File: src/range_match_hit_counter_table_defines.svh
// assertion macros shared by the block
`ifndef RANGE_MATCH_HIT_COUNTER_TABLE_DEFINES_SVH
`define RANGE_MATCH_HIT_COUNTER_TABLE_DEFINES_SVH

// same-cycle implication
`define RMHC_ASSERT_IMPL(name, clk_s, rstn_s, ante, cons) \
    name: assert property (@(posedge clk_s) disable iff (!rstn_s) (ante) |-> (cons)) \
        else $error("rmhc: same-cycle check failed");

// next-cycle implication
`define RMHC_ASSERT_NEXT(name, clk_s, rstn_s, ante, cons) \
    name: assert property (@(posedge clk_s) disable iff (!rstn_s) (ante) |=> (cons)) \
        else $error("rmhc: next-cycle check failed");

`endif

File: src/rmhc_pkg.sv
package rmhc_pkg;

    localparam int WORD_W = 32;
    localparam int IDX_W  = 8;
    localparam int MODE_W = 2;

    localparam logic [MODE_W-1:0] MODE_CHECK      = 2'd0;
    localparam logic [MODE_W-1:0] MODE_REGISTER   = 2'd1;
    localparam logic [MODE_W-1:0] MODE_UNREGISTER = 2'd2;

    // what every cell does when the token passes
    typedef enum logic [1:0] {
        OP_CHECK,
        OP_DUP,
        OP_INSERT,
        OP_FREE
    } cell_op_t;

    typedef enum logic [1:0] {
        ST_IDLE,
        ST_SCAN,
        ST_RESULT
    } ctrl_state_t;

    typedef struct packed {
        cell_op_t            op;
        logic [WORD_W-1:0]   owner;
        logic [WORD_W-1:0]   code;
        logic [WORD_W-1:0]   first;
        logic [WORD_W-1:0]   last;
        logic [IDX_W-1:0]    slot_index;
    } rmhc_cmd_t;

    typedef struct packed {
        logic                valid;
        logic                found;
        logic [WORD_W-1:0]   count;
    } rmhc_token_t;

endpackage

File: src/rmhc_cell.sv
module rmhc_cell import rmhc_pkg::*; #(
    parameter int INDEX = 0
) (
    input  logic        clk,
    input  logic        rst_n,
    input  rmhc_cmd_t   cmd,
    input  rmhc_token_t tok_in,
    output rmhc_token_t tok_out
);

    logic [WORD_W-1:0] owner_reg, owner_next;
    logic [WORD_W-1:0] first_reg, first_next;
    logic [WORD_W-1:0] last_reg, last_next;
    logic [WORD_W-1:0] hits_reg, hits_next;
    rmhc_token_t       tok_reg, tok_next;

    logic              occupied;
    logic              hit;
    logic              take;
    logic [WORD_W-1:0] hits_inc;

    assign occupied = (owner_reg != '0);
    assign hits_inc = hits_reg + WORD_W'(1);

    always_comb
    begin
        unique case (cmd.op)
            OP_CHECK:  hit = occupied && (owner_reg == cmd.owner)
                             && (first_reg <= cmd.code) && (cmd.code <= last_reg);
            OP_DUP:    hit = occupied && (owner_reg == cmd.owner)
                             && (first_reg == cmd.first) && (last_reg == cmd.last);
            OP_INSERT: hit = !occupied;
            OP_FREE:   hit = occupied && (cmd.slot_index == IDX_W'(INDEX));
            default:   hit = 1'b0;
        endcase
    end

    // only the first cell that hits acts on a request
    assign take = tok_in.valid && !tok_in.found && hit;

    always_comb
    begin
        owner_next = owner_reg;
        first_next = first_reg;
        last_next  = last_reg;
        hits_next  = hits_reg;
        tok_next   = tok_in;
        if (take)
        begin
            tok_next.found = 1'b1;
            unique case (cmd.op)
                OP_CHECK:
                begin
                    hits_next      = hits_inc;
                    tok_next.count = hits_inc;
                end
                OP_INSERT:
                begin
                    owner_next = cmd.owner;
                    first_next = cmd.first;
                    last_next  = cmd.last;
                    hits_next  = '0;
                end
                OP_FREE:
                begin
                    owner_next = '0;
                    first_next = '0;
                    last_next  = '0;
                end
                default:
                begin
                end
            endcase
        end
    end

    always_ff @(posedge clk or negedge rst_n)
    begin
        if (!rst_n)
        begin
            owner_reg <= '0;
            tok_reg   <= '0;
        end
        else
        begin
            owner_reg <= owner_next;
            tok_reg   <= tok_next;
        end
    end

    always_ff @(posedge clk)
    begin
        first_reg <= first_next;
        last_reg  <= last_next;
        hits_reg  <= hits_next;
    end

    assign tok_out = tok_reg;

endmodule

File: config.mk
export PLATFORM = sky130hd
export DESIGN_NAME = rmhc_cell
export DESIGN_NICKNAME = d
export VERILOG_FILES = /design/src/range_match_hit_counter_table_defines.svh /design/src/rmhc_pkg.sv /design/src/rmhc_cell.sv
export SDC_FILE = /design/constraint.sdc
export NUM_CORES = 1
export LEC_CHECK = 0
export ABC_AREA = 1
export BUFFER_PORTS_ARGS = -buffer_cell sky130_fd_sc_hd__buf_2
export CAP_MARGIN = 0
export CORE_MARGIN = 2
export CORE_UTILIZATION = 51
export CTS_CLUSTER_DIAMETER = 80
export DETAILED_ROUTE_END_ITERATION = 6
export HOLD_SLACK_MARGIN = 0.02
export PLACE_DENSITY = 0.78
export SETUP_SLACK_MARGIN = 0.2
export SYNTH_ARGS = -nofsm -noshare
export SYNTH_HDL_FRONTEND = slang
export SYNTH_SLANG_ARGS = --single-unit
File: constraint.sdc
create_clock -name clk -period 3.57 [get_ports clk]
set_clock_uncertainty 0.2 [all_clocks]
set_input_delay 0.714 -clock clk [delete_from_list [all_inputs] [get_ports clk]]
set_output_delay 0.714 -clock clk [all_outputs]
set_load 0.02 [all_outputs]
==> metrics.cfg <==
[clocking]
cts_hold_buf=0
cts_setup_buffers=0
cts_sinks=162
clk_pin_slew_ns=0.07
cts_buffers=17
cts_resized=0
cts-root-buf=clkbuf_16
worstSkewPairLatency_ns=0.43
clk_path_buf_depth=2
htree_levels=4
cts_tree=built

[setup_path]
crit_required_ns=3.49
critPathMaxStageDelay_ns=0.43
crit_chain=inv_1 > ha_1 > nand2_1 > nor2_1 > nand2_1 > nor3_1 > nand4_1 > nand2_1 > nand3_2 > nand2_2 > nand3_2 > inv_4 > buf_12
end_kind=register
crit_path_max_fanout=33
crit_type=register to register
cp_data_arrival_time_ns=3.08
cp_slowest_cell=edfxtp_1
cpMostUsedCell=nand2_1
worst_setup_path_start_kind=register

[yosys]
yosysUniqueCellTypes=36
yosysTopAreaCell=edfxtp_1
synth_xor_area_frac=0.05249
netlist_area_mm2=0.01035
async_flop_share=0.4074
synth-seq-cells=162
ys.flop_type=edfxtp_1
synth_nets=1616
syn_area_per_cell_um2=7.514
synth_edf_count=96
synth_top_family_by_area=simple AND/OR/NAND/NOR gates
netlist_instances=1377
synthSimpleGateAreaFrac=0.2931
synth_warnings=0
yosys-top-cells-area=edfxtp_1 28%, dfrtp_1 16%, nand2_1 16%
ys_seq_area_frac=0.4383
synth_mux_area_frac=0
synth_compound_gate_area_share=0.03592
synth.top_cell.area_share=0.2786
synth_fa_ha_area_frac=0.07861

[sta]
setup_ws_ns=0.4056
worst_pin_slew_ns=0.8775
fmax_ghz=0.3160
period_needed_ns=3.164
hold_viol_final=0
whs_ns=0.2343
setup_violations=0
maxSlewHeadroom=0.4150
finalMaxSlewViolations=0
tns_ns=0
post-route-period-util=0.8864
rsz0062_at_grt=no

[floorplan]
initial_core_util=0.5163
std_cell_rows=52
io_pins=208
fp.dieW_um=146.4
die_area_mm2=0.02144
core-area_mm2=0.02004
die_h_um=146.4

[finish]
layout-drive-gt1-share=0.1765
nets=1829
fin_util=0.6132
largest_reg_flops=34
mostFrequentLayoutCells=435 x nand2_1, 231 x inv_1, 217 x nor2_1
fill_cells=1854
stdcell_area_mm2=0.01229
layout.cells.non_filler=1877
final_common_cell=nand2_1
area_growth_pct=18.77

[placement]
preCtsSetupSlack_ns=0.1540
portBuffers=207
placed_area_mm2=0.01172
gp_congestion=0.9395
dp.cells=1841
detailed_place_hpwl_um=21140

[grt]
grt_pass1_vias=8797
grt-ovfl-total=0
grtUsageMet1=0.3316
grt_pass1_wl_um=43460
grt-busiest-layer=met2
grtUsageMet2=0.4340
grtUsageMet3=0.04875
grt_usage=0.2554
antenna_found_initial=5
grt_max_degree=67

[detailed_routing]
drc=0
drtIter0Drc=729
drt_first_pass_iters=5
viasPerCell=4.914
detail_route.wirelength_um=26950
wire_per_inst_um=14.36
ant_nets=0
via_count=9224

[run]
maxCapViolations=0

[power]
ir_drop_v=0.0003066
p_total_mw=4.694
p_per_area_mw_per_mm2=382.0
p_leak_nw=6.515

[min_path]
hp-class=input pin to register

[run_status]
outcome=finished clean

-- cells by family (layout without fill, tap and decap cells) --
kind of cell,Yosys count,in the layout
adders and majority gates,65,65
buffers and inverters,271,497
DFF,162,162
xor gates and xnor gates,62,62
AOI/OAI and AO/OA,71,71
other,0,4
and+or+nand+nor,746,746
-- final timing paths --
check | startpoint | to | slack, ns | depth (start not counted)
worst max register to register | last_reg[27]$_SDFFCE_PP0P_ | first_reg[13]$_SDFFCE_PP0P_ | 0.41 | 13
worst min register to register | owner_reg[15]$_DFFE_PN0P_ | owner_reg[15]$_DFFE_PN0P_ | 0.32 | 2
max in group asynchronous | rst_n | tok_out[5]$_DFF_PN0_ | 2.31 | 2
worst max-delay path | last_reg[27]$_SDFFCE_PP0P_ | first_reg[13]$_SDFFCE_PP0P_ | 0.41 | 13
worst min-delay path | tok_in[33] | tok_out[33]$_DFF_PN0_ | 0.23 | 1
min in group asynchronous | rst_n | owner_reg[22]$_DFFE_PN0P_ | 0.28 | 2
-- area by class of cell --
class	count	area [um2]	area share
clock inverters	14	132.6	0.01079
clock buffers	18	429.2	0.03493
multi-input cells	944	4766	0.3878
flip-flops and latches	162	4534	0.3690
repair buffers	216	1141	0.09286
well taps	270	337.8	0.02749
inverters	249	937.1	0.07627
diodes	4	10.01	0.0008146
-- report_power, final --
group          internal [mW]  leakage, nW  total (mW)  switching (mW)
clock network          0.927        0.277        1.78           0.848
registers               2.09         1.69        2.18          0.0861
logic                  0.299         4.55       0.740           0.441
-- cells in the mapped netlist, types with 5 or more instances --
| cell | number |
|---|---|
| nor4_1 | 6 |
| nor2_2 | 5 |
| nand2_1 | 435 |
| edfxtp_1 | 96 |
| buf_2 | 9 |
| o21ai_1 | 8 |
| nand4_1 | 22 |
| xnor2_1 | 26 |
| nor2_1 | 219 |
| clkbuf_1 | 8 |
| o21ai_0 | 22 |
| nand3_1 | 22 |
| dfrtp_1 | 66 |
| inv_2 | 16 |
| nor3_1 | 18 |
| ha_1 | 65 |
| xor2_1 | 36 |
| inv_1 | 232 |
| a21oi_1 | 33 |
-- layer usage --
metal  vias to the layer above  wire (um)  share of wire
li1                       4672          -              -
met3                        45       1711          0.063
met4                         4        618          0.023
met2                       286      13100           0.49
met1                      4217      11500           0.43
met5                         -         24        0.00089
-- critical path, delay by kind of cell, from the launching register on --
kind / cells / cell delay, ns
flip-flops: 1 / 0.43
AND/OR/NAND/NOR: 9 / 1.38
buffers and inverters: 3 / 0.52
adder cells (fa/ha/maj): 1 / 0.30
Power figures use the tool's default switching activity.
