[src/range_match_hit_counter_table_defines.svh]
// assertion macros shared by the block
`ifndef RANGE_MATCH_HIT_COUNTER_TABLE_DEFINES_SVH
`define RANGE_MATCH_HIT_COUNTER_TABLE_DEFINES_SVH

// same-cycle implication
`define RMHC_ASSERT_IMPL(name, clk_s, rstn_s, ante, cons) \
    name: assert property (@(posedge clk_s) disable iff (!rstn_s) (ante) |-> (cons)) \
        else $error("rmhc: same-cycle check failed");

// next-cycle implication
`define RMHC_ASSERT_NEXT(name, clk_s, rstn_s, ante, cons) \
    name: assert property (@(posedge clk_s) disable iff (!rstn_s) (ante) |=> (cons)) \
        else $error("rmhc: next-cycle check failed");

`endif

[src/rmhc_pkg.sv]
package rmhc_pkg;

    localparam int WORD_W = 32;
    localparam int IDX_W  = 8;
    localparam int MODE_W = 2;

    localparam logic [MODE_W-1:0] MODE_CHECK      = 2'd0;
    localparam logic [MODE_W-1:0] MODE_REGISTER   = 2'd1;
    localparam logic [MODE_W-1:0] MODE_UNREGISTER = 2'd2;

    // what every cell does when the token passes
    typedef enum logic [1:0] {
        OP_CHECK,
        OP_DUP,
        OP_INSERT,
        OP_FREE
    } cell_op_t;

    typedef enum logic [1:0] {
        ST_IDLE,
        ST_SCAN,
        ST_RESULT
    } ctrl_state_t;

    typedef struct packed {
        cell_op_t            op;
        logic [WORD_W-1:0]   owner;
        logic [WORD_W-1:0]   code;
        logic [WORD_W-1:0]   first;
        logic [WORD_W-1:0]   last;
        logic [IDX_W-1:0]    slot_index;
    } rmhc_cmd_t;

    typedef struct packed {
        logic                valid;
        logic                found;
        logic [WORD_W-1:0]   count;
    } rmhc_token_t;

endpackage

[src/rmhc_ifs.sv]
interface rmhc_in_if import rmhc_pkg::*; ();
    logic                valid;
    logic                ready;
    logic [MODE_W-1:0]   mode;
    logic [WORD_W-1:0]   owner_id;
    logic [WORD_W-1:0]   code;
    logic [WORD_W-1:0]   range_first;
    logic [WORD_W-1:0]   range_last;
    logic [IDX_W-1:0]    slot_index;

    modport source (
        output valid, mode, owner_id, code, range_first, range_last, slot_index,
        input  ready
    );
    modport sink (
        input  valid, mode, owner_id, code, range_first, range_last, slot_index,
        output ready
    );
endinterface

interface rmhc_out_if import rmhc_pkg::*; ();
    logic                valid;
    logic                ready;
    logic                op_ok;
    logic [WORD_W-1:0]   hit_count;

    modport source (
        output valid, op_ok, hit_count,
        input  ready
    );
    modport sink (
        input  valid, op_ok, hit_count,
        output ready
    );
endinterface

[src/rmhc_ctrl.sv]
`include "range_match_hit_counter_table_defines.svh"

module rmhc_ctrl import rmhc_pkg::*; #(
    parameter int SLOTS = 16
) (
    input  logic        clk,
    input  logic        rst_n,
    rmhc_in_if.sink     req,
    rmhc_out_if.source  rsp,
    output rmhc_cmd_t   cmd,
    output rmhc_token_t launch,
    input  rmhc_token_t tail
);

    localparam int LIVE_W = $clog2(SLOTS + 1);

    ctrl_state_t       state_reg, state_next;
    rmhc_cmd_t         cmd_reg, cmd_next;
    logic              launch_reg, launch_next;
    logic [LIVE_W-1:0] live_reg, live_next;
    logic              res_ok_reg, res_ok_next;
    logic [WORD_W-1:0] res_count_reg, res_count_next;
    logic              out_valid_reg, out_valid_next;
    logic              out_ok_reg, out_ok_next;
    logic [WORD_W-1:0] out_count_reg, out_count_next;

    logic accept;
    logic out_free;
    logic trivial;
    logic scan_end;
    logic second;

    assign req.ready = (state_reg == ST_IDLE);
    assign accept    = req.valid && req.ready;
    assign out_free  = !out_valid_reg || rsp.ready;

    // unused mode, or an owner of zero where the owner matters
    assign trivial = (req.mode != MODE_CHECK && req.mode != MODE_REGISTER
                      && req.mode != MODE_UNREGISTER)
                     || (req.mode != MODE_UNREGISTER && req.owner_id == '0);

    assign scan_end = (state_reg == ST_SCAN) && tail.valid;
    // no duplicate and room left: run the insert pass
    assign second   = (cmd_reg.op == OP_DUP) && !tail.found
                      && (live_reg != LIVE_W'(SLOTS));

    always_comb
    begin
        state_next = state_reg;
        unique case (state_reg)
            ST_IDLE:
            begin
                if (accept)
                    state_next = trivial ? ST_RESULT : ST_SCAN;
            end
            ST_SCAN:
            begin
                if (scan_end && !second)
                    state_next = ST_RESULT;
            end
            ST_RESULT:
            begin
                if (out_free)
                    state_next = ST_IDLE;
            end
            default: state_next = ST_IDLE;
        endcase
    end

    always_comb
    begin
        cmd_next       = cmd_reg;
        launch_next    = 1'b0;
        live_next      = live_reg;
        res_ok_next    = res_ok_reg;
        res_count_next = res_count_reg;
        out_valid_next = out_valid_reg && !rsp.ready;
        out_ok_next    = out_ok_reg;
        out_count_next = out_count_reg;
        unique case (state_reg)
            ST_IDLE:
            begin
                if (accept)
                begin
                    cmd_next.owner      = req.owner_id;
                    cmd_next.code       = req.code;
                    cmd_next.first      = req.range_first;
                    cmd_next.last       = req.range_last;
                    cmd_next.slot_index = req.slot_index;
                    if (req.mode == MODE_CHECK)
                        cmd_next.op = OP_CHECK;
                    else if (req.mode == MODE_REGISTER)
                        cmd_next.op = OP_DUP;
                    else
                        cmd_next.op = OP_FREE;
                    res_ok_next    = 1'b0;
                    res_count_next = '0;
                    launch_next    = !trivial;
                end
            end
            ST_SCAN:
            begin
                if (scan_end)
                begin
                    if (second)
                    begin
                        cmd_next.op = OP_INSERT;
                        launch_next = 1'b1;
                    end
                    else
                    begin
                        res_ok_next    = tail.found && (cmd_reg.op != OP_DUP);
                        res_count_next = (tail.found && cmd_reg.op == OP_CHECK)
                                         ? tail.count : '0;
                        if (tail.found && cmd_reg.op == OP_INSERT)
                            live_next = live_reg + LIVE_W'(1);
                        else if (tail.found && cmd_reg.op == OP_FREE)
                            live_next = live_reg - LIVE_W'(1);
                    end
                end
            end
            ST_RESULT:
            begin
                if (out_free)
                begin
                    out_valid_next = 1'b1;
                    out_ok_next    = res_ok_reg;
                    out_count_next = res_count_reg;
                end
            end
            default:
            begin
            end
        endcase
    end

    always_ff @(posedge clk or negedge rst_n)
    begin
        if (!rst_n)
        begin
            state_reg     <= ST_IDLE;
            launch_reg    <= 1'b0;
            live_reg      <= '0;
            out_valid_reg <= 1'b0;
        end
        else
        begin
            state_reg     <= state_next;
            launch_reg    <= launch_next;
            live_reg      <= live_next;
            out_valid_reg <= out_valid_next;
        end
    end

    always_ff @(posedge clk)
    begin
        cmd_reg       <= cmd_next;
        res_ok_reg    <= res_ok_next;
        res_count_reg <= res_count_next;
        out_ok_reg    <= out_ok_next;
        out_count_reg <= out_count_next;
    end

    always_comb
    begin
        launch       = '0;
        launch.valid = launch_reg;
    end

    assign cmd           = cmd_reg;
    assign rsp.valid     = out_valid_reg;
    assign rsp.op_ok     = out_ok_reg;
    assign rsp.hit_count = out_count_reg;

    `RMHC_ASSERT_IMPL(a_launch_in_scan, clk, rst_n, launch_reg, state_reg == ST_SCAN)
    `RMHC_ASSERT_IMPL(a_tail_in_scan, clk, rst_n, tail.valid, state_reg == ST_SCAN)
    `RMHC_ASSERT_IMPL(a_live_bound, clk, rst_n, 1'b1, live_reg <= LIVE_W'(SLOTS))
    `RMHC_ASSERT_NEXT(a_insert_counts, clk, rst_n, scan_end && cmd_reg.op == OP_INSERT && tail.found, live_reg == $past(live_reg) + LIVE_W'(1))

endmodule

[src/flat_wrapper.sv]
// flat-port wrapper written by rule: the top's interface ports become plain ports
module rmhc_ctrl_flat import rmhc_pkg::*;
#(
    parameter int SLOTS = 16
)
  (clk, rst_n, cmd, launch, tail, req_valid, req_mode, req_owner_id, req_code, req_range_first, req_range_last, req_slot_index, req_ready, rsp_valid, rsp_op_ok, rsp_hit_count, rsp_ready);
  rmhc_in_if req_i ();
  rmhc_out_if rsp_i ();
  input  logic clk;
  input  logic rst_n;
  output rmhc_cmd_t cmd;
  output rmhc_token_t launch;
  input  rmhc_token_t tail;
  input wire logic [$bits(req_i.valid)-1:0] req_valid;
  input wire logic [$bits(req_i.mode)-1:0] req_mode;
  input wire logic [$bits(req_i.owner_id)-1:0] req_owner_id;
  input wire logic [$bits(req_i.code)-1:0] req_code;
  input wire logic [$bits(req_i.range_first)-1:0] req_range_first;
  input wire logic [$bits(req_i.range_last)-1:0] req_range_last;
  input wire logic [$bits(req_i.slot_index)-1:0] req_slot_index;
  output wire logic [$bits(req_i.ready)-1:0] req_ready;
  output wire logic [$bits(rsp_i.valid)-1:0] rsp_valid;
  output wire logic [$bits(rsp_i.op_ok)-1:0] rsp_op_ok;
  output wire logic [$bits(rsp_i.hit_count)-1:0] rsp_hit_count;
  input wire logic [$bits(rsp_i.ready)-1:0] rsp_ready;
  assign req_i.valid = req_valid;
  assign req_i.mode = req_mode;
  assign req_i.owner_id = req_owner_id;
  assign req_i.code = req_code;
  assign req_i.range_first = req_range_first;
  assign req_i.range_last = req_range_last;
  assign req_i.slot_index = req_slot_index;
  assign req_ready = req_i.ready;
  assign rsp_valid = rsp_i.valid;
  assign rsp_op_ok = rsp_i.op_ok;
  assign rsp_hit_count = rsp_i.hit_count;
  assign rsp_i.ready = rsp_ready;
  rmhc_ctrl #(.SLOTS(SLOTS)) u_core (.clk(clk), .rst_n(rst_n), .req(req_i), .rsp(rsp_i), .cmd(cmd), .launch(launch), .tail(tail));
endmodule
[config.mk]
export PLATFORM = sky130hd
export DESIGN_NAME = rmhc_ctrl_flat
export DESIGN_NICKNAME = d
export VERILOG_FILES = /design/src/rmhc_pkg.sv /design/src/rmhc_ifs.sv /design/src/rmhc_ctrl.sv /design/src/flat_wrapper.sv
export VERILOG_INCLUDE_DIRS = /design/src /design/src/src
export SDC_FILE = /design/constraint.sdc
export NUM_CORES = 1
export LEC_CHECK = 0
export BUFFER_PORTS_ARGS = -buffer_cell sky130_fd_sc_hd__buf_4
export CAP_MARGIN = 0
export CORE_AREA = 5 5 145 147
export CTS_CLUSTER_DIAMETER = 80
export DETAILED_ROUTE_END_ITERATION = 12
export DIE_AREA = 0 0 150 152
export GPL_TIMING_DRIVEN = 0
export PLACE_DENSITY = 0.75
export SETUP_SLACK_MARGIN = 0.15
export SYNTH_ARGS = -nofsm -noshare
export SYNTH_HDL_FRONTEND = slang
export SYNTH_SLANG_ARGS = --single-unit
export TNS_END_PERCENT = 20
[constraint.sdc]
create_clock -name clk -period 3.71 [get_ports clk]
set_input_delay 0.371 -clock clk [delete_from_list [all_inputs] [get_ports clk]]
set_output_delay 0.371 -clock clk [all_outputs]
set_load 0.02 [all_outputs]
==> results.cfg, run 1 <==
[status]
outcome = complete, no violations

[power]
vdd_ir_drop_max_v = 0.000385
leakagePower_nw = 4.69
power.density_mw_per_mm2 = 720

[global_route]
grt_pass1_vias = 4671
grt-ovfl-total = 0
grt_pass1_wl_mm = 29.5
grt_use_total_pct = 17.3
grt_max_degree = 44
antenna_found_initial = 1

[cts]
clk_latency_ns = 0.50
cts_max_path_buffers = 3
cts_resized = 0
htreeDepth = 1
cts_buffers = 23
cts_setup_buffers = 0
root_buffer = clkbuf_16
cts_tree = yes
clk_pin_slew_worst_paths_ns = 0.06
hold_buffers = 1
clock-sinks = 213

[sta]
tightest_slew_ns = 0.955
min_period_ns = 2.20
setup_slack_ns = 1.51
rsz0062_at_grt = false
slew_headroom_pct = 36.2
setup_viol = 0
drv_slew = 0
fmax_mhz = 455
hold_slack_ns = 0.0475
hold_viol_final = 0
skew_ns = 0.0119
period_share_pct = 59.2

[worst_setup_path]
cp_slowest_cell = nand2_2
arrival_ns = 2.31
crit_path_start_kind = register
end_kind = register
worstPathCellList = nor4_1 -> a211o_1 -> nand3_1 -> nand2_2
required_ns = 3.82
crit_fanout = 33
crit_type = register to register
critPathMaxStageDelay_ns = 0.63
crit_family = simple AND/OR/NAND/NOR gates
crit_buf_inv = 0

[cells_and_area]
fin_util_pct = 56.5
largest_register_ff_count = 138
final_common_cell = buf_4
nNetsFinal = 937
layout-drive-gt1-share_pct = 55.5
syn_to_final_growth_pct = 53.8
final_cell_mix = 383 x buf_4, 204 x edfxtp_1, 33 x conb_1

[logic_synthesis]
seq_area_frac_synth_pct = 87.4
synth.top_cell.area_share_pct = 84.3
synth_top_cell_by_area = edfxtp_1
ys_types = 36
synthesis.area_mm2 = 0.00727
synthCells = 347
ys_warn_count = 0
synth-seq-cells = 213
syn_area_per_cell_um2 = 20.9
synthTopCellsByArea = edfxtp_1 84%, buf_4 3.5%, dfrtp_1 3.1%, and2_1 2.8%, ha_1 0.52%

[drt]
routedWlPerCell_um = 20.0
viasPerCell = 4.39
wirelength_mm = 20.9
first_pass_iters = 4
vias = 4584
drt_iter0_markers = 237
drc_errors = 0
antenna_left = 0

[floorplanning]
die_w_um = 150
die_area_mm2 = 0.0228
core_mm2 = 0.0198
rows = 52
die-height_um = 152
start_util_pct = 36.7
io_pins = 383

[placed_design]
post-place-ws_ns = 1.09
io_buffers = 349
hpwl_mm = 16.3
gp_congestion = 0.844

[hold_path]
holdCritPathClass = input port to register

[job]
cap_viol_max_count = 0
## cells in the mapped netlist, drive strengths merged
master	n
nand3b	1
nor2	9
inv	2
a22oi	1
and4b	1
nand4	2
edfxtp	204
nor4	8
nor2b	1
and2b	1
mux2i	1
clkbuf	3
mux2	2
a22o	1
a211oi	1
dfrtp	9
fa	1
o21ai	1
o2bb2ai	1
nand2b	3
a21oi	5
nand2	5
nand3	2
nor3	2
or3	2
ha	3
and3	1
buf	34
conb	1
xor2	1
a211o	1
and2	32
a21o	2
xnor2	3
## logic make-up after synthesis
group | after synthesis | synth area share, %
AND/OR/NAND/NOR | 70 | 5.89
multiplexers | 3 | 0.448
adder cells (fa/ha/maj) | 4 | 0.792
other | 1 | 0.0516
buffers and inverters | 39 | 3.77
XOR/XNOR | 4 | 0.482
AO/OA/AOI/OAI | 13 | 1.19
flip-flops | 213 | 87.4
## stage by stage
step / power, W / setup TNS [ns] / cells / area [µm²]
6_report: 0.00805 / 0 / 1044 / 11200
5_1_grt: 0.00839 / 0 / 1044 / 11200
4_1_cts: 0.00814 / 0 / 1043 / 11200
3_5_place_dp: 0.00586 / 0 / 1001 / 10400
3_3_place_gp: 0.00579 / -37.65 / 998 / 10300
2_1_floorplan: 0.00480 / 0 / 379 / 7390
## worst reg2reg max path: stages (launching register included)
cell     delay, ns
dfrtp_1       0.44
nor4_1        0.35
a211o_1       0.25
nand3_1       0.13
nand2_2       0.63
## metal layers
layer / wire length (µm) / vias up / part of all wire [%] / GRT usage, %
met1: 7200 / 2203 / 34 / 18.8
met4: 638 / 0 / 3.1 / 6.27
li1: - / 2077 / - / -
met5: 0 / - / 0 / 0
met2: 11000 / 260 / 53 / 31.2
met3: 2070 / 44 / 9.9 / 5.57
## layout make-up
cell class              instances  area, µm²
diodes                          1       2.50
plain buffers                  37        267
clock buffers                  27        591
clock inverters                14        153
fillers                      1535       8600
inverters                       2       11.3
multi-input cells             127        773
flip-flops and latches        213       6350
well taps                     270        338
repair buffers                353       2690
## power breakdown
| part | switching [W] | total [W] | internal [W] | leakage, nW |
|---|---|---|---|---|
| clock | 0.000899 | 0.00225 | 0.00135 | 0.368 |
| sequential | 0.000203 | 0.00367 | 0.00347 | 2.05 |
| combinational | 0.00130 | 0.00212 | 0.000818 | 2.27 |
## path summary, 6_finish.rpt
path | startpoint | end | slack [ns] | depth (start not counted)
max | u_core.live_reg[0] | u_core.res_count_reg[7] | 1.51 | 4
min | req_code[8] | u_core.cmd[80] | 0.05 | 1
max reg2reg | u_core.live_reg[0] | u_core.res_count_reg[7] | 1.51 | 4
min reg2reg | u_core.res_count_reg[29] | u_core.rsp.hit_count[29] | 0.41 | 0
max in group asynchronous | rst_n | u_core.live_reg[0] | 3.29 | 2
min in group asynchronous | rst_n | u_core.live_reg[2] | 0.27 | 2
No activity file was read; power rests on OpenSTA's default activity.
==> run 2, diff against run 1 <==
--- a/config.mk
+++ b/config.mk
@@ -13,7 +13,7 @@
 export DETAILED_ROUTE_END_ITERATION = 12
 export DIE_AREA = 0 0 150 152
 export GPL_TIMING_DRIVEN = 0
-export PLACE_DENSITY = 0.75
+export PLACE_DENSITY = 0.72
 export SETUP_SLACK_MARGIN = 0.15
 export SYNTH_ARGS = -nofsm -noshare
 export SYNTH_HDL_FRONTEND = slang
==> constraint.sdc (replaced) <==
create_clock -name clk -period 2.05 [get_ports clk]
set_input_delay 0.205 -clock clk [delete_from_list [all_inputs] [get_ports clk]]
set_output_delay 0.205 -clock clk [all_outputs]
set_load 0.02 [all_outputs]
==> results.cfg, run 2 (same netlist as run 1, synthesis figures left out) <==
[cts]
root_buffer = clkbuf_16
cts_tree = yes
clk_pin_slew_worst_paths_ns = 0.05
cts_buffers = 23
clock-sinks = 213
cts_max_path_buffers = 3
htreeDepth = 1
clk_latency_ns = 0.50

[worst_setup_path]
cp_slowest_cell = edfxtp_1
crit_path_start_kind = register
crit_fanout = 4
worstPathCellList = inv_1 -> nand3_2 -> fa_2 -> a21o_1 -> a21oi_1 -> mux2i_1 -> xnor2_1
crit_type = register to register
crit_buf_inv = 1
crit_family = flip-flops
end_kind = register
arrival_ns = 2.32
critPathMaxStageDelay_ns = 0.43
required_ns = 2.45

[placed_design]
hpwl_mm = 15.9
post-place-ws_ns = -0.178
gp_congestion = 0.772
io_buffers = 349

[global_route]
grt_max_degree = 44
grt_use_total_pct = 20.4
antenna_found_initial = 0
grt_pass1_wl_mm = 34.9
grt_pass1_vias = 5687
grt-ovfl-total = 0

[hold_path]
holdCritPathClass = input port to register

[power]
leakagePower_nw = 5.42
power.density_mw_per_mm2 = 1170
power.total_w = 0.0152
vdd_ir_drop_max_v = 0.000700

[sta]
setup_slack_ns = 0.133
period_share_pct = 93.5
slew_headroom_pct = 37.6
min_period_ns = 1.92
fmax_mhz = 522
drv_slew = 0
rsz0062_at_grt = true
setup_viol = 0
hold_viol_final = 0
tightest_slew_ns = 0.934
skew_ns = 0.0210
final.setup.tns_ns = 0

[floorplanning]
start_util_pct = 36.7
rows = 52
die_w_um = 150
core_mm2 = 0.0198
die_area_mm2 = 0.0228
die-height_um = 152
io_pins = 383

[drt]
first_pass_iters = 4
routedWlPerCell_um = 20.2
drc_errors = 0
antenna_left = 0
wirelength_mm = 24.6
viasPerCell = 4.37
drt_iter0_markers = 204
vias = 5302

[cells_and_area]
antenna_cells = 0
nFillCells = 1343
final_common_cell = buf_4
largest_register_ff_count = 138
syn_to_final_growth_pct = 78.0
final_cell_mix = 385 x buf_4, 204 x edfxtp_1, 167 x dlygate4sd3_1
nNetsFinal = 1108
fin_util_pct = 65.4
layout-drive-gt1-share_pct = 46.4

[job]
cap_viol_max_count = 0

[status]
outcome = complete, no violations
-- run 2: cell count changes in the layout (fill, tap and decap cells not counted), moves of 2 or more --
cell / delta
dlygate4sd3_1: +166
buf_4: +2
clkinv_4: +2
clkinvlp_4: +2
inv_6: -2
nand2_4: +2
-- run 2: layer usage --
layer,global-route usage (%),vias to the layer above,part of all wire (%)
met1,21.5,2566,34
met5,0,-,0
met4,7.80,0,3.7
li1,-,2413,-
met3,6.64,57,9.5
met2,37.1,266,53
-- run 2: layout make-up --
cell class	count	area (µm²)	area share (%)
Tap cell	270	338	2.61
Inverter	2	11.3	0.0871
Timing Repair Buffer	523	4410	34.1
Timing Repair inverter	1	7.51	0.0580
Sequential cell	213	6350	49.1
Buffer	37	267	2.06
Multi-Input combinational cell	127	801	6.19
Clock inverter	14	155	1.20
Clock buffer	27	591	4.57
-- run 2: stage by stage --
stage                     hold WS [ns]  instances  area (µm²)
after floorplan                -0.0906        379        7410
after global placement          0.0395        998       10400
after detailed placement        0.0395       1002       10500
after CTS                       0.0103       1213       12900
after global routing            0.0114       1214       12900
final                           0.0285       1214       12900
-- run 2: worst paths after layout --
kind | slack, ns | end | start | depth (start not counted)
worst max register to register | 0.13 | u_core.live_reg[4] | u_core.cmd[136] | 7
worst max-delay path | 0.13 | u_core.live_reg[4] | u_core.cmd[136] | 7
min in group asynchronous | 0.10 | u_core.live_reg[1] | rst_n | 2
worst min register to register | 0.41 | u_core.rsp.hit_count[22] | u_core.res_count_reg[22] | 0
max in group asynchronous | 1.81 | u_core.live_reg[3] | rst_n | 2
worst min-delay path | 0.03 | u_core.res_count_reg[4] | tail[4] | 2
-- run 2: what timing repair did --
item | in CTS | in global routing
hold buffers | 167 | 0
gates cloned | 1 | 0
gates resized for setup | 2 | 3
hold endpoints to repair | 175 | 0
endpoints found under the setup margin | 137 | 59
buffers inserted | 2 | 1
pin swaps | 0 | 1
-- run 2: worst reg2reg max path, cell delays in order (launching register included) --
cell	delay (ns)
edfxtp_1	0.43
inv_1	0.13
nand3_2	0.14
fa_2	0.38
a21o_1	0.19
a21oi_1	0.19
mux2i_1	0.24
xnor2_1	0.14
-- run 2: where the power goes --
part / switching [W] / total [W] / internal [W]
clock: 0.00167 / 0.00411 / 0.00245
sequential: 0.000427 / 0.00670 / 0.00628
combinational: 0.00254 / 0.00436 / 0.00182
==> run 3, diff against run 2 <==
--- a/config.mk
+++ b/config.mk
@@ -13,7 +13,7 @@
 export DETAILED_ROUTE_END_ITERATION = 12
 export DIE_AREA = 0 0 150 152
 export GPL_TIMING_DRIVEN = 0
-export PLACE_DENSITY = 0.72
+export PLACE_DENSITY = 0.75
 export SETUP_SLACK_MARGIN = 0.15
 export SYNTH_ARGS = -nofsm -noshare
 export SYNTH_HDL_FRONTEND = slang
==> constraint.sdc (replaced) <==
create_clock -name clk -period 1.75 [get_ports clk]
set_input_delay 0.175 -clock clk [delete_from_list [all_inputs] [get_ports clk]]
set_output_delay 0.175 -clock clk [all_outputs]
set_load 0.02 [all_outputs]
==> results.cfg, run 3 (same netlist as run 1, synthesis figures left out) <==
[cells_and_area]
nNetsFinal = 1135
largest_register_ff_count = 138
syn_to_final_growth_pct = 84.7
final_cell_mix = 396 x buf_4, 204 x edfxtp_1, 170 x dlygate4sd3_1
design_area_mm2 = 0.0134
nFillCells = 1304
fin_util_pct = 67.9
layout-drive-gt1-share_pct = 50.5
final_common_cell = buf_4

[worst_setup_path]
startpoint = u_core.cmd[136]
end_kind = register
cp_slowest_cell = edfxtp_1
rr_endpoint = u_core.live_reg[4]
worstPathCellList = inv_2 -> nand3_4 -> ha_1 -> a21o_1 -> a21oi_2 -> mux2i_1 -> xnor2_1
regToRegStartpoint = u_core.cmd[136]
required_ns = 2.17
crit_type = register to register
crit_fanout = 4
arrival_ns = 2.21
critPathMaxStageDelay_ns = 0.43
reg2regPathDepth = 7
crit_path_start_kind = register
rrSetupSlack_ns = -0.05

[hold_path]
holdPathEnd = u_core.cmd[136]
hold_path_startpoint = req_mode[1]
worstHoldPathCells = 3
holdCritPathClass = input port to register

[floorplanning]
start_util_pct = 36.7
die-height_um = 152
core_mm2 = 0.0198
die_area_mm2 = 0.0228
die_w_um = 150
io_pins = 383
rows = 52

[global_route]
grt_max_degree = 34
grt_use_total_pct = 21.6
antenna_found_initial = 1
grt_pass1_wl_mm = 36.9
grt-ovfl-total = 0
grt_pass1_vias = 6061

[drt]
routedWlPerCell_um = 21.7
drc_errors = 0
wirelength_mm = 26.9
viasPerCell = 4.47
vias = 5544
antenna_left = 0
first_pass_iters = 4
drt_iter0_markers = 262

[power]
leakagePower_nw = 5.62
power.density_mw_per_mm2 = 1370
vdd_ir_drop_max_v = 0.000677

[cts]
clk_latency_ns = 0.49
htreeDepth = 1
cts_buffers = 23
root_buffer = clkbuf_16
clock-sinks = 213
cts_max_path_buffers = 3
cts_tree = yes
clk_pin_slew_worst_paths_ns = 0.06

[sta]
period_share_pct = 103
skew_ns = 0.00831
drv_slew = 0
rsz0062_at_grt = true
setup_slack_ns = -0.0483
hold_viol_final = 0
fmax_mhz = 556
hold_slack_ns = 0.0252
tightest_slew_ns = 0.527
min_period_ns = 1.80
slew_headroom_pct = 64.8
setup_viol = 26

[status]
violations = negative setup slack
outcome = finished, violations left

[placed_design]
io_buffers = 349
post-place-ws_ns = -0.866
dpl_cell_area_mm2 = 0.0104
gp_congestion = 0.766
hpwl_mm = 15.9

[job]
cap_viol_max_count = 0
-- run 3: cell types whose count changed in the layout (fill, tap and decap cells not counted), sizes merged, moves of 2 or more --
cell         delta
nand2           +4
clkinv          +2
bufinv          -2
dlygate4sd3     +3
clkbuf          -5
buf            +20
bufbuf          +2
-- run 3: timing repair --
item,CTS,global route
setup buffers,9,10
resized for setup,43,26
hold buffers,170,0
cloned,6,4
setup endpoints to repair,236,170
pin swaps,22,19
hold endpoints to repair,178,0
-- run 3: final cells by class --
cell class                      count  area (µm²)  area share (%)
Antenna cell                        1        2.50          0.0186
Buffer                             37         297            2.21
Clock buffer                       25         583            4.34
Clock inverter                     14        96.3           0.718
Inverter                            2        11.3          0.0839
Multi-Input combinational cell    132        1030            7.66
Sequential cell                   213        6350            47.3
Tap cell                          270         338            2.52
Timing Repair Buffer              545        4710            35.1
Timing Repair inverter              1        7.51          0.0559
-- run 3: worst max-delay path: cells and delay by family (launching register included) --
kind,cells,cell delay [ns]
xor+xnor,1,0.13
fa+ha+maj,1,0.35
simple gates,1,0.11
compound gates,2,0.33
flops,1,0.43
mux,1,0.24
buf+inv,1,0.13
-- run 3: worst max-delay path by stage --
| stage | cells after the start | slack, ns | endpoint |
|---|---|---|---|
| 6_report | 7 | -0.05 | u_core.live_reg[4] |
| 5_1_grt | 7 | -0.13 | u_core.live_reg[4] |
| 4_1_cts | 4 | -0.04 | u_core.res_count_reg[4] |
| 3_5_place_dp | 4 | -0.87 | u_core.res_count_reg[25] |
| 3_3_place_gp | 3 | -2.17 | u_core.cmd[66] |
| 2_1_floorplan | 3 | -1.24 | u_core.cmd[0] |
-- run 3: metal layers --
metal  routed length [µm]  up-vias  GRT usage (%)
li1                     -     2492              -
met1                 8720     2688           22.1
met2                14800      296           40.8
met3                 2340       68           6.34
met4                 1040        0           8.45
met5                    0        -              0
-- run 3: report_power, final --
group / total [W] / leakage (nW) / internal, W / switching, W
registers: 0.00790 / 2.04 / 0.00736 / 0.000541
logic: 0.00601 / 3.25 / 0.00267 / 0.00334
clock network: 0.00450 / 0.333 / 0.00254 / 0.00195
-- run 3: per-stage QoR --
stage	total power [W]	instances	TNS, ns
finish	0.0184	1240	-0.805
detailed placement	0.0125	1001	-79.03
global placement	0.0120	998	-372.39
floorplan	0.0102	379	-209.45
CTS	0.0179	1225	-1.28
global route	0.0191	1240	-1.96
